### src/rtl/core/jmws_pkg.sv
package jmws_pkg;

  // Event kinds carried on the result tuser
  typedef enum logic [2:0] {
    EV_MARKER  = 3'd0,
    EV_SPLIT   = 3'd1,
    EV_UNKNOWN = 3'd2,
    EV_TRUNC   = 3'd3,
    EV_BADLEN  = 3'd4
  } jmws_event_e;

  // Marker bytes of interest
  localparam logic [7:0] BYTE_FF   = 8'hFF;
  localparam logic [7:0] CODE_MIN  = 8'hC0;
  localparam logic [7:0] CODE_SOI  = 8'hD8;
  localparam logic [7:0] CODE_EOI  = 8'hD9;
  localparam logic [7:0] CODE_SOS  = 8'hDA;

  localparam int unsigned IMG_NUM_W = 16;
  localparam int unsigned SEG_LEN_W = 16;
  localparam int unsigned OUT_OFF_W = 32;

  // Record passed from the walker to the output stage (offset travels beside it)
  typedef struct packed {
    logic                 restart;   // walk was restarted since the previous record
    jmws_event_e          kind;
    logic [7:0]           code;
    logic [SEG_LEN_W-1:0] seg_len;
  } jmws_rec_t;

  localparam int unsigned REC_W = $bits(jmws_rec_t);

endpackage

### src/rtl/core/jpeg_marker_walker_splitter_unit.sv
// The record of a byte is written into the queue at the edge that takes the byte, and moves on
// into the output register once that register is empty or its record is being taken.
// Throughput: one byte per cycle; the walker takes a byte whenever the 4-entry queue has room.
// Reset (rst_ni low, asynchronous): walk expects an FF byte, offsets and image count clear,
// queue and output register empty.
module jpeg_marker_walker_splitter_unit import jmws_pkg::*; #(
  parameter int unsigned OFFSET_BITS = 32
) (
  input  logic         clk_i,
  input  logic         rst_ni,
  // byte stream
  input  logic         s_axis_tvalid,
  output logic         s_axis_tready,
  input  logic [7:0]   s_axis_tdata,   // [7:0] data_byte
  input  logic         s_axis_tuser,   // [0] first_of_file
  input  logic         s_axis_tlast,   // last_of_file
  // event records
  output logic         m_axis_tvalid,
  input  logic         m_axis_tready,
  output logic [135:0] m_axis_tdata,   // [7:0] marker_code, [39:8] marker_offset,
                                       // [55:40] segment_length, [87:56] image_start,
                                       // [119:88] image_end, [135:120] image_number
  output logic [2:0]   m_axis_tuser    // [2:0] event_kind
);

  localparam int unsigned Q_W = REC_W + OFFSET_BITS;

  logic                   acc;
  logic                   push;
  jmws_rec_t              f_rec, b_rec;
  logic [OFFSET_BITS-1:0] f_off, b_off;
  logic [Q_W-1:0]         q_rdata;
  logic                   q_empty, q_full, pop;

  assign s_axis_tready = ~q_full;
  assign acc           = s_axis_tvalid & ~q_full;

  jmws_front #(.OFFSET_BITS(OFFSET_BITS)) u_front (
    .clk_i   (clk_i),
    .rst_ni  (rst_ni),
    .acc_i   (acc),
    .byte_i  (s_axis_tdata),
    .first_i (s_axis_tuser),
    .last_i  (s_axis_tlast),
    .push_o  (push),
    .rec_o   (f_rec),
    .off_o   (f_off)
  );

  jmws_queue #(.DATA_W(Q_W)) u_queue (
    .clk_i   (clk_i),
    .rst_ni  (rst_ni),
    .push_i  (push),
    .wdata_i ({f_rec, f_off}),
    .pop_i   (pop),
    .rdata_o (q_rdata),
    .empty_o (q_empty),
    .full_o  (q_full)
  );

  assign b_rec = q_rdata[Q_W-1:OFFSET_BITS];
  assign b_off = q_rdata[OFFSET_BITS-1:0];

  jmws_back #(.OFFSET_BITS(OFFSET_BITS)) u_back (
    .clk_i   (clk_i),
    .rst_ni  (rst_ni),
    .avail_i (~q_empty),
    .rec_i   (b_rec),
    .off_i   (b_off),
    .pop_o   (pop),
    .valid_o (m_axis_tvalid),
    .ready_i (m_axis_tready),
    .kind_o  (m_axis_tuser),
    .data_o  (m_axis_tdata)
  );

endmodule

### src/rtl/core/jmws_front.sv
module jmws_front import jmws_pkg::*; #(
  parameter int unsigned OFFSET_BITS = 32
) (
  input  logic                   clk_i,
  input  logic                   rst_ni,
  // byte transaction
  input  logic                   acc_i,
  input  logic [7:0]             byte_i,
  input  logic                   first_i,
  input  logic                   last_i,
  // record towards the queue
  output logic                   push_o,
  output jmws_rec_t              rec_o,
  output logic [OFFSET_BITS-1:0] off_o
);

  // Walk phases
  localparam logic [2:0] PH_FF   = 3'd0;
  localparam logic [2:0] PH_CODE = 3'd1;
  localparam logic [2:0] PH_LENH = 3'd2;
  localparam logic [2:0] PH_LENL = 3'd3;
  localparam logic [2:0] PH_SKIP = 3'd4;
  localparam logic [2:0] PH_SCAN = 3'd5;

  logic [2:0]             phase_q, phase_d;
  logic [7:0]             prev_q, prev_d;
  logic [7:0]             cur_q, cur_d;
  logic [7:0]             lenh_q, lenh_d;
  logic [15:0]            skip_q, skip_d;
  logic [OFFSET_BITS-1:0] ofs_q, ofs_d;
  logic [OFFSET_BITS-1:0] mstart_q, mstart_d;
  logic                   halted_q, halted_d;
  logic                   pend_q, pend_d;

  logic                   emit;
  logic                   stop;
  logic [15:0]            len;
  logic [2:0]             after_ph;
  logic                   after_scan;
  jmws_rec_t              rec;
  logic [OFFSET_BITS-1:0] rec_off;

  // Next state of the walk for the byte of this transaction
  always_comb begin
    phase_d  = phase_q;
    prev_d   = prev_q;
    cur_d    = cur_q;
    lenh_d   = lenh_q;
    skip_d   = skip_q;
    ofs_d    = ofs_q;
    mstart_d = mstart_q;
    halted_d = halted_q;
    pend_d   = pend_q;
    emit     = 1'b0;
    stop     = 1'b0;
    len      = {lenh_q, byte_i};
    rec      = '{restart: 1'b0, kind: EV_MARKER, code: 8'h00, seg_len: '0};
    rec_off  = mstart_q;

    // restart clears the walk before the byte is taken
    if (first_i) begin
      phase_d  = PH_FF;
      prev_d   = 8'h00;
      cur_d    = 8'h00;
      lenh_d   = 8'h00;
      skip_d   = 16'h0000;
      ofs_d    = '0;
      mstart_d = '0;
      halted_d = 1'b0;
      pend_d   = 1'b1;
      len      = {8'h00, byte_i};
    end

    after_scan = (cur_d == CODE_SOS);
    after_ph   = after_scan ? PH_SCAN : PH_FF;

    if (!halted_d) begin
      unique case (phase_d)
        PH_FF: begin
          if (byte_i != BYTE_FF) begin
            emit     = 1'b1;
            stop     = 1'b1;
            rec.kind = EV_UNKNOWN;
            rec.code = byte_i;
            rec_off  = ofs_d;
          end else begin
            mstart_d = ofs_d;
            cur_d    = 8'h00;
            phase_d  = PH_CODE;
          end
        end
        PH_CODE: begin
          if (byte_i < CODE_MIN) begin
            emit     = 1'b1;
            stop     = 1'b1;
            rec.kind = EV_UNKNOWN;
            rec.code = byte_i;
            rec_off  = mstart_d;
          end else begin
            cur_d = byte_i;
            if (byte_i == CODE_SOI) begin
              emit     = 1'b1;
              rec.kind = EV_MARKER;
              rec.code = byte_i;
              rec_off  = mstart_d;
              phase_d  = PH_FF;
            end else if (byte_i == CODE_EOI) begin
              emit     = 1'b1;
              rec.kind = EV_SPLIT;
              rec.code = CODE_EOI;
              rec_off  = mstart_d;
              phase_d  = PH_FF;
            end else begin
              phase_d = PH_LENH;
            end
          end
        end
        PH_LENH: begin
          lenh_d  = byte_i;
          phase_d = PH_LENL;
        end
        PH_LENL: begin
          emit        = 1'b1;
          rec.code    = cur_d;
          rec.seg_len = len;
          rec_off     = mstart_d;
          if (len < 16'd2) begin
            stop     = 1'b1;
            rec.kind = EV_BADLEN;
          end else begin
            rec.kind = EV_MARKER;
            skip_d   = len - 16'd2;
            if (len != 16'd2) begin
              phase_d = PH_SKIP;
            end else begin
              phase_d = after_ph;
              if (after_scan) prev_d = 8'h00;
            end
          end
        end
        PH_SKIP: begin
          skip_d = skip_d - 16'd1;
          if (skip_d == 16'd0) begin
            phase_d = after_ph;
            if (after_scan) prev_d = 8'h00;
          end
        end
        PH_SCAN: begin
          if (prev_d == BYTE_FF && byte_i == CODE_EOI) begin
            mstart_d = ofs_d - OFFSET_BITS'(1);
            cur_d    = CODE_EOI;
            emit     = 1'b1;
            rec.kind = EV_SPLIT;
            rec.code = CODE_EOI;
            rec_off  = mstart_d;
            phase_d  = PH_FF;
          end
          prev_d = byte_i;
        end
        default: begin
          phase_d = PH_FF;
        end
      endcase

      if (stop) begin
        halted_d = 1'b1;
      end else begin
        // end of file: halt, flag an open structure
        if (last_i) begin
          halted_d = 1'b1;
          if (phase_d != PH_FF) begin
            emit        = 1'b1;
            rec.kind    = EV_TRUNC;
            rec.code    = cur_d;
            rec.seg_len = '0;
            rec_off     = mstart_d;
          end
        end
        ofs_d = ofs_d + OFFSET_BITS'(1);
      end
    end

    rec.restart = pend_d;
    if (emit) pend_d = 1'b0;
  end

  // Walk state
  always_ff @(posedge clk_i or negedge rst_ni) begin
    if (!rst_ni) begin
      phase_q  <= PH_FF;
      prev_q   <= 8'h00;
      cur_q    <= 8'h00;
      lenh_q   <= 8'h00;
      skip_q   <= 16'h0000;
      ofs_q    <= '0;
      mstart_q <= '0;
      halted_q <= 1'b0;
      pend_q   <= 1'b0;
    end else if (acc_i) begin
      phase_q  <= phase_d;
      prev_q   <= prev_d;
      cur_q    <= cur_d;
      lenh_q   <= lenh_d;
      skip_q   <= skip_d;
      ofs_q    <= ofs_d;
      mstart_q <= mstart_d;
      halted_q <= halted_d;
      pend_q   <= pend_d;
    end
  end

  assign push_o = acc_i & emit;
  assign rec_o  = rec;
  assign off_o  = rec_off;

endmodule

### src/rtl/core/jmws_queue.sv
module jmws_queue import jmws_pkg::*; #(
  parameter int unsigned DATA_W = 8
) (
  input  logic              clk_i,
  input  logic              rst_ni,
  input  logic              push_i,
  input  logic [DATA_W-1:0] wdata_i,
  input  logic              pop_i,
  output logic [DATA_W-1:0] rdata_o,
  output logic              empty_o,
  output logic              full_o
);

  localparam int unsigned DEPTH = 4;
  localparam int unsigned PTR_W = $clog2(DEPTH);

  logic [DATA_W-1:0] mem_q [DEPTH];
  logic [PTR_W-1:0]  wptr_q, rptr_q;
  logic [PTR_W:0]    cnt_q;
  logic              do_push, do_pop;

  assign empty_o = (cnt_q == '0);
  assign full_o  = (cnt_q == (PTR_W+1)'(DEPTH));
  assign do_push = push_i & ~full_o;
  assign do_pop  = pop_i & ~empty_o;
  assign rdata_o = mem_q[rptr_q];

  // Storage
  always_ff @(posedge clk_i) begin
    if (do_push) mem_q[wptr_q] <= wdata_i;
  end

  // Pointers and fill count
  always_ff @(posedge clk_i or negedge rst_ni) begin
    if (!rst_ni) begin
      wptr_q <= '0;
      rptr_q <= '0;
      cnt_q  <= '0;
    end else begin
      if (do_push) wptr_q <= wptr_q + PTR_W'(1);
      if (do_pop)  rptr_q <= rptr_q + PTR_W'(1);
      if (do_push && !do_pop)      cnt_q <= cnt_q + (PTR_W+1)'(1);
      else if (!do_push && do_pop) cnt_q <= cnt_q - (PTR_W+1)'(1);
    end
  end

endmodule

### src/rtl/core/jmws_back.sv
module jmws_back import jmws_pkg::*; #(
  parameter int unsigned OFFSET_BITS = 32
) (
  input  logic                   clk_i,
  input  logic                   rst_ni,
  // from the queue
  input  logic                   avail_i,
  input  jmws_rec_t              rec_i,
  input  logic [OFFSET_BITS-1:0] off_i,
  output logic                   pop_o,
  // result transaction
  output logic                   valid_o,
  input  logic                   ready_i,
  output logic [2:0]             kind_o,
  output logic [135:0]           data_o
);

  logic                   valid_q;
  logic [2:0]             kind_q, kind_d;
  logic [135:0]           data_q, data_d;
  logic [15:0]            imgs_q, imgs_d;
  logic [OFFSET_BITS-1:0] split_q, split_d;
  logic [15:0]            imgs_base;
  logic [OFFSET_BITS-1:0] split_base;
  logic [OFFSET_BITS-1:0] end_off;
  logic [63:0]            off_x, start_x, end_x;
  logic [15:0]            num;
  logic                   is_split;

  assign pop_o = avail_i & (~valid_q | ready_i);

  // Split bookkeeping and result formatting
  always_comb begin
    imgs_base  = rec_i.restart ? 16'h0000 : imgs_q;
    split_base = rec_i.restart ? '0 : split_q;
    is_split   = (rec_i.kind == EV_SPLIT);
    end_off    = off_i + OFFSET_BITS'(2);
    num        = (imgs_base != 16'hFFFF) ? imgs_base + 16'd1 : imgs_base;
    off_x      = 64'(off_i);
    start_x    = is_split ? 64'(split_base) : 64'h0;
    end_x      = is_split ? 64'(end_off) : 64'h0;
    imgs_d     = is_split ? num : imgs_base;
    split_d    = is_split ? end_off : split_base;
    kind_d     = rec_i.kind;
    data_d     = {is_split ? num : 16'h0000, end_x[31:0], start_x[31:0],
                  rec_i.seg_len, off_x[31:0], rec_i.code};
  end

  // Output register
  always_ff @(posedge clk_i) begin
    if (pop_o) begin
      kind_q <= kind_d;
      data_q <= data_d;
    end
  end

  always_ff @(posedge clk_i or negedge rst_ni) begin
    if (!rst_ni) begin
      valid_q <= 1'b0;
      imgs_q  <= 16'h0000;
      split_q <= '0;
    end else begin
      if (pop_o) begin
        valid_q <= 1'b1;
        imgs_q  <= imgs_d;
        split_q <= split_d;
      end else if (ready_i) begin
        valid_q <= 1'b0;
      end
    end
  end

  assign valid_o = valid_q;
  assign kind_o  = kind_q;
  assign data_o  = data_q;

endmodule

### config.mk
export PLATFORM = sky130hd
export DESIGN_NAME = jpeg_marker_walker_splitter_unit
export DESIGN_NICKNAME = d
export VERILOG_FILES = /design/src/rtl/core/jmws_pkg.sv /design/src/rtl/core/jpeg_marker_walker_splitter_unit.sv /design/src/rtl/core/jmws_front.sv /design/src/rtl/core/jmws_queue.sv /design/src/rtl/core/jmws_back.sv
export SDC_FILE = /design/constraint.sdc
export NUM_CORES = 1
export LEC_CHECK = 0
export ABC_CLOCK_PERIOD_IN_PS = 5200
export BUFFER_PORTS_ARGS = -buffer_cell sky130_fd_sc_hd__buf_2
export CAP_MARGIN = 20
export CELL_PAD_IN_SITES_DETAIL_PLACEMENT = 0
export CELL_PAD_IN_SITES_GLOBAL_PLACEMENT = 1
export CORE_MARGIN = 5
export CORE_UTILIZATION = 25
export CTS_CLUSTER_SIZE = 30
export DETAILED_ROUTE_END_ITERATION = 8
export GPL_ROUTABILITY_DRIVEN = 0
export PLACE_DENSITY = 0.58
export SYNTH_ARGS = -nofsm -noshare
export SYNTH_HDL_FRONTEND = slang
export SYNTH_SLANG_ARGS = --single-unit
### constraint.sdc
create_clock -name clk_i -period 5.2 [get_ports clk_i]
set_input_delay 1.04 -clock clk_i [delete_from_list [all_inputs] [get_ports clk_i]]
set_output_delay 1.04 -clock clk_i [all_outputs]
set_load 0.01 [all_outputs]
==> results.py, run 1 <==
metrics = {
    "clock_network": {
        "clock-sinks": 544,
        "cts_buffers": 57,
        "ctsResizeCount": 0,
        "cts_root_buf": "clkbuf_16",
        "hold_buffers": 0,
        "cts_tree": "built",
        "cts.path.max_buffers": 3,
        "path_clk_slew_ps": 60,
        "worstSkewPairLatency_ps": 640,
        "h-tree-depth": 2,
        "cts_setup_buffers": 0,
    },
    "route": {
        "wl_met3_um": 4140,
        "drt_wl_total_um": 73500,
        "drc": 0,
        "ant_nets": 0,
        "via_per_inst": 4.93,
        "top_layer": "met5",
        "drt_iter0_drc": 1396,
        "wl_met1_um": 32400,
        "met2_length_um": 34900,
        "via_count": 18096,
        "wl_per_cell_um": 20.0,
        "drt_pass1_iterations": 5,
    },
    "floorplan": {
        "die_w_um": 331,
        "dieArea_um2": 110000,
        "ioPinCount": 155,
        "start_util_pct": 25.2,
        "core-area_um2": 102000,
        "rows": 117,
        "die_h_um": 331,
    },
    "placed_design": {
        "dpl.hpwl_um": 50400,
        "portBuffers": 154,
    },
    "timing": {
        "period_needed_ps": 4190,
        "hold_viol": 0,
        "hold_ws_ps": 449,
        "finalSetupViolations": 0,
        "slew_violations": 0,
        "timing.slew.headroom_pct": 34.7,
        "worst_pin_slew_ps": 980,
        "clock_skew_ps": 22.7,
        "fmax_ghz": 0.239,
        "finalSetupTns_ps": 0,
        "rsz0062_at_grt": "no",
        "finalCritPeriodShare_pct": 80.6,
    },
    "setup_path": {
        "required_ps": 5540,
        "worstSetupPathType": "in -> reg",
        "crit_fanout": 39,
        "end_kind": "flip-flop",
        "startpoint_type": "input pin",
        "cp.arrival_ps": 4530,
    },
    "synth": {
        "synth_area_leader_cell": "edfxtp_1",
        "synth_cells": 2122,
        "synth_area_um2": 25800,
        "yosys_most_used_dff": "edfxtp_1",
        "ys_top_cells_by_area": "edfxtp_1 (44%), dfrtp_1 (16%), mux4_2 (5.2%), nand2_1 (3.0%), nor2_1 (2.6%)",
        "synth_seq_cells": 544,
        "synth.avg_cell_area_um2": 12.1,
        "syn_nets": 2149,
        "ys_warn_count": 0,
        "synth.distinct_cells": 95,
        "synth_top_area_share_pct": 44.2,
        "synthArstFlopShare_pct": 30.3,
        "synth_edf_count": 379,
        "yosysSeqAreaShare_pct": 60.2,
    },
    "global_route": {
        "grt_pass1_vias": 18407,
        "grt_pass1_wl_um": 113000,
        "gr-total-overflow": 0,
        "grt_max_degree": 110,
        "track_usage_pct": 13.1,
        "grt_antenna_before_repair": 2,
    },
    "power": {
        "p_leak_nw": 11.2,
        "netSwitchingFraction_pct": 34.3,
        "intPower_mw": 9.86,
        "pwr-share-clk_pct": 28.4,
        "pwr-share-comb_pct": 29.8,
        "power_frac_seq_pct": 41.7,
        "power_switching_mw": 5.14,
        "power_density_nw_per_um2": 496,
        "peakVddDrop_mv": 0.306,
    },
    "finish": {
        "n_antenna_cell": 0,
        "syn_to_final_growth_pct": 17.3,
        "drive_gt1_share_pct": 18.6,
        "fin_nets": 2280,
    },
    "worst_hold_path": {
        "hold_class": "in -> async",
    },
    "outcome": {
        "outcome": "complete, no violations",
    },
    "flow_run": {
        "cap_violations": 0,
    },
}
-- power by group through the flow --
stage | Sequential [mW] | Clock, mW | Combinational [mW]
after floorplan | 6.34 | 0 | 2.76
after global placement | 6.33 | 0 | 4.50
after detailed placement | 6.36 | 0 | 4.53
after CTS | 6.28 | 4.39 | 4.54
after global routing | 6.36 | 4.55 | 4.89
final | 6.26 | 4.27 | 4.47
-- registers in the layout, summed over array words and instances (netlist names) --
name / count
u_back.kind_o: 3
u_back.imgs_q: 16
u_front.phase_q: 3
u_front.ofs_q: 32
u_queue.mem_q: 240
u_queue.wptr_q: 2
u_front.mstart_q: 32
u_back.split_q: 32
u_back.data_o: 136
u_front.prev_q: 8
u_queue.rptr_q: 2
u_queue.cnt_q: 3
u_front.skip_q: 16
u_front.halted_q: 1
u_front.pend_q: 1
u_front.cur_q: 8
u_back.valid_o: 1
u_front.lenh_q: 8
-- through the flow --
step                      area, um2  setup WS, ps  instances  power (mW)  util, %
after CTS                     30200           964       3669        15.2     29.6
after global routing          30200           787       3669        15.8     29.6
after floorplan               25800         -62.8       2122        9.11        -
final                         30200          1010       3669        15.0     29.6
after detailed placement      28200           363       3562        10.9     27.7
after global placement        28200           379       3562        10.8     27.7
-- logic make-up (layout without fill, tap and decap cells) --
kind of cell | after synthesis | in the layout | share of synthesized area, %
AND/OR/NAND/NOR | 716 | 716 | 13.7
flip-flops | 544 | 544 | 60.2
AO/OA/AOI/OAI | 484 | 484 | 12.9
buffers and inverters | 183 | 362 | 3.05
XOR/XNOR | 100 | 100 | 3.40
multiplexers | 81 | 81 | 6.09
adder cells (fa/ha/maj) | 14 | 14 | 0.699
-- area by class of cell --
type,count,area [um2]
Clock buffer,78,1590
Clock inverter,29,402
Fill cell,10370,71800
Inverter,37,144
Multi-Input combinational cell,1395,9530
Sequential cell,544,15500
Tap cell,1368,1710
Timing Repair Buffer,218,1340
-- worst paths after layout --
check / from / cells after the start / endpoint / slack, ps
max in group asynchronous: rst_ni / 2 / u_back.split_q[17] / 3570
max: s_axis_tuser / 13 / u_queue.mem_q[1][16] / 1010
min in group clk_i: u_back.split_q[11] / 2 / u_back.split_q[11] / 470
max reg2reg: u_front.skip_q[5] / 9 / u_queue.mem_q[1][16] / 1040
min reg2reg: u_back.split_q[11] / 2 / u_back.split_q[11] / 470
min: rst_ni / 1 / u_back.imgs_q[8] / 450
-- synthesized netlist by cell type (all sizes together), types with 36 or more instances --
master  instances
and3           50
xnor2          56
o21ai         140
buf            37
a21oi          81
a22o           61
nor3           46
dfrtp         165
nand3          49
nor2          180
inv            36
mux4           60
clkbuf        109
edfxtp        379
xor2           44
nand2         207
-- layer usage --
layer	vias up	global-route usage, %
li1	8308	-
met1	9137	17.4
met2	530	22.0
met3	119	2.31
met4	2	4.15
met5	-	0
-- critical path, cell delays in order --
cell	delay [ps]
buf_4	90
inv_1	50
nand2_1	90
ha_1	260
or4b_2	710
xnor2_1	170
o22ai_1	250
nand4b_4	180
o31ai_4	400
a31o_1	340
a21oi_4	140
and2_2	440
buf_12	270
-- layout by cell type, fill, tap and decap left out, drive strengths merged, types with 60 or more instances in the layout --
cell / instances
nor2: 180
edfxtp: 379
mux4: 60
a21oi: 81
buf: 218
dfrtp: 165
o21ai: 140
nand2: 207
a22o: 61
clkbuf: 78
(Power assumes the default switching activity.)
==> inputs of run 2 (changes only) <==
--- a/config.mk
+++ b/config.mk
@@ -5,7 +5,7 @@
 export SDC_FILE = /design/constraint.sdc
 export NUM_CORES = 1
 export LEC_CHECK = 0
-export ABC_CLOCK_PERIOD_IN_PS = 5200
+export ABC_CLOCK_PERIOD_IN_PS = 3500
 export BUFFER_PORTS_ARGS = -buffer_cell sky130_fd_sc_hd__buf_2
 export CAP_MARGIN = 20
 export CELL_PAD_IN_SITES_DETAIL_PLACEMENT = 0
==> constraint.sdc (replaced) <==
create_clock -name clk_i -period 3.5 [get_ports clk_i]
set_input_delay 0.7 -clock clk_i [delete_from_list [all_inputs] [get_ports clk_i]]
set_output_delay 0.7 -clock clk_i [all_outputs]
set_load 0.01 [all_outputs]
==> results.py, run 2 (same netlist as run 1, synthesis figures left out) <==
metrics = {
    "global_route": {
        "globalRouteMet2Util_pct": 23.5,
        "grt_pass1_vias": 19292,
        "grt.busiest_layer": "met2",
        "grt_max_degree": 101,
        "track_usage_pct": 13.7,
        "met1_usage_pct": 18.3,
        "grt_pass1_wl_um": 118000,
        "grt_antenna_before_repair": 5,
        "grtUsageMet3_pct": 2.00,
        "gr-total-overflow": 0,
    },
    "finish": {
        "layout_commonest_cell": "edfxtp_1",
        "syn_to_final_growth_pct": 27.0,
        "final_cell_mix": "edfxtp_1 (379), buf_4 (267), nand2_1 (204)",
        "top_register": "u_queue.mem_q",
        "layoutNonFillerInstCount": 3907,
        "n_fill_cell": 10279,
        "fin_nets": 2513,
        "regArea_um2": 15500,
        "largest_reg_flops": 240,
        "multi_input_area_um2": 9890,
        "drive_gt1_share_pct": 27.9,
    },
    "timing": {
        "setup_ws_ps": -6.92,
        "finalSetupTns_ps": -12.6,
        "fmax_ghz": 0.285,
        "finalCritPeriodShare_pct": 100,
        "timing.slew.headroom_pct": 46.1,
        "hold_viol": 0,
        "worst_pin_slew_ps": 807,
        "rsz0062_at_grt": "yes",
        "clock_skew_ps": 21.1,
        "period_needed_ps": 3510,
        "finalSetupViolations": 4,
        "slew_violations": 0,
    },
    "worst_hold_path": {
        "hold_class": "in -> async",
    },
    "floorplan": {
        "die_h_um": 331,
        "start_util_pct": 25.2,
        "rows": 117,
        "dieArea_um2": 110000,
        "die_w_um": 331,
        "ioPinCount": 155,
        "core-area_um2": 102000,
    },
    "power": {
        "netSwitchingFraction_pct": 33.3,
        "peakVddDrop_mv": 0.406,
        "power_frac_seq_pct": 38.4,
        "pwr-share-clk_pct": 28.8,
        "power_density_nw_per_um2": 724,
        "pwr-share-comb_pct": 32.7,
        "p_leak_nw": 12.5,
        "intPower_mw": 15.8,
        "power_switching_mw": 7.90,
    },
    "placed_design": {
        "dp_cells": 3774,
        "portBuffers": 154,
        "dpl.hpwl_um": 54000,
    },
    "clock_network": {
        "clock-sinks": 544,
        "h-tree-depth": 2,
        "cts.path.max_buffers": 3,
        "cts_root_buf": "clkbuf_16",
        "worstSkewPairLatency_ps": 630,
        "cts_tree": "built",
        "cts_buffers": 60,
        "path_clk_slew_ps": 70,
    },
    "route": {
        "via_count": 18998,
        "ant_nets": 0,
        "drc": 0,
        "drt_iter0_drc": 1632,
        "drt_wl_total_um": 77000,
        "wl_per_cell_um": 19.7,
        "drt_pass1_iterations": 6,
        "via_per_inst": 4.86,
    },
    "setup_path": {
        "r2r_slack_ps": -7,
        "required_ps": 4000,
        "cp.arrival_ps": 4000,
        "worstSetupPathType": "reg -> reg",
        "crit_fanout": 3,
        "startpoint_type": "flip-flop",
        "end_kind": "flip-flop",
    },
    "outcome": {
        "violations": "negative setup slack",
        "outcome": "finished, violations left",
    },
    "flow_run": {
        "cap_violations": 0,
    },
}
## run 2: cell count changes in the layout (fill, tap and decap cells not counted), sizes merged
cell	previous run	this run
buf	218	446
diode	0	1
bufinv	7	12
clkinv	16	21
inv	39	38
clkbuf	78	76
clkinvlp	4	6
## run 2: what timing repair did
item	4_1_cts	5_1_grt
hold buffers	0	0
resized for setup	29	47
setup buffers	7	9
pin swaps	16	16
hold endpoints to repair	0	0
gates cloned	0	2
setup endpoints to repair	327	262
## run 2: final timing paths
check	startpoint	to	cells past startpoint
max	u_front.skip_q[6]	u_queue.cnt_q[1]	12
min	rst_ni	u_back.imgs_q[5]	1
max reg2reg	u_front.skip_q[6]	u_queue.cnt_q[1]	12
min reg2reg	u_back.split_q[17]	u_back.split_q[17]	2
max in group asynchronous	rst_ni	u_front.ofs_q[16]	2
min in group clk_i	s_axis_tlast	u_front.halted_q	2
## run 2: power by group through the flow
stage	Combinational (mW)	Sequential, mW	Clock [mW]
floorplan	4.13	9.42	0
global placement	7.40	9.28	0
detailed placement	7.45	9.30	0
CTS	7.57	9.18	7.02
global route	8.42	9.23	7.28
finish	7.76	9.10	6.83
## run 2: layout make-up
type                    instances  area share (%)
multi-input cells            1395            30.2
flip-flops and latches        544            47.4
clock inverters                40            1.63
clock buffers                  74            4.97
well taps                    1368            5.23
diodes                          1         0.00765
inverters                      37           0.455
repair buffers                448            10.1
## run 2: metrics by stage
stage	worst slack, ps	util (%)	total power [mW]	cell area [um2]	hold WS [ps]
finish	-6.92	32.1	23.7	32700	59.8
CTS	-26.9	31.7	23.8	32300	48.2
global placement	-704	29.4	16.7	30000	457
global route	-116	32.1	24.9	32700	86.7
detailed placement	-734	29.4	16.8	30000	463
floorplan	-1020	-	13.6	25900	404
## run 2: layer usage
layer | vias up | share of wire, %
li1 | 8784 | -
met1 | 9556 | 44
met2 | 552 | 49
met3 | 104 | 5.3
met4 | 2 | 1.9
met5 | - | 0.017
## run 2: critical path: stages, from the launching register on
cell	delay [ps]
dfrtp_1	380
or4_4	580
buf_6	140
or3_4	340
o31ai_4	250
nand2_2	90
o31ai_4	320
a31o_1	260
a21oi_4	100
ha_4	180
inv_2	50
fa_2	400
mux2_2	270
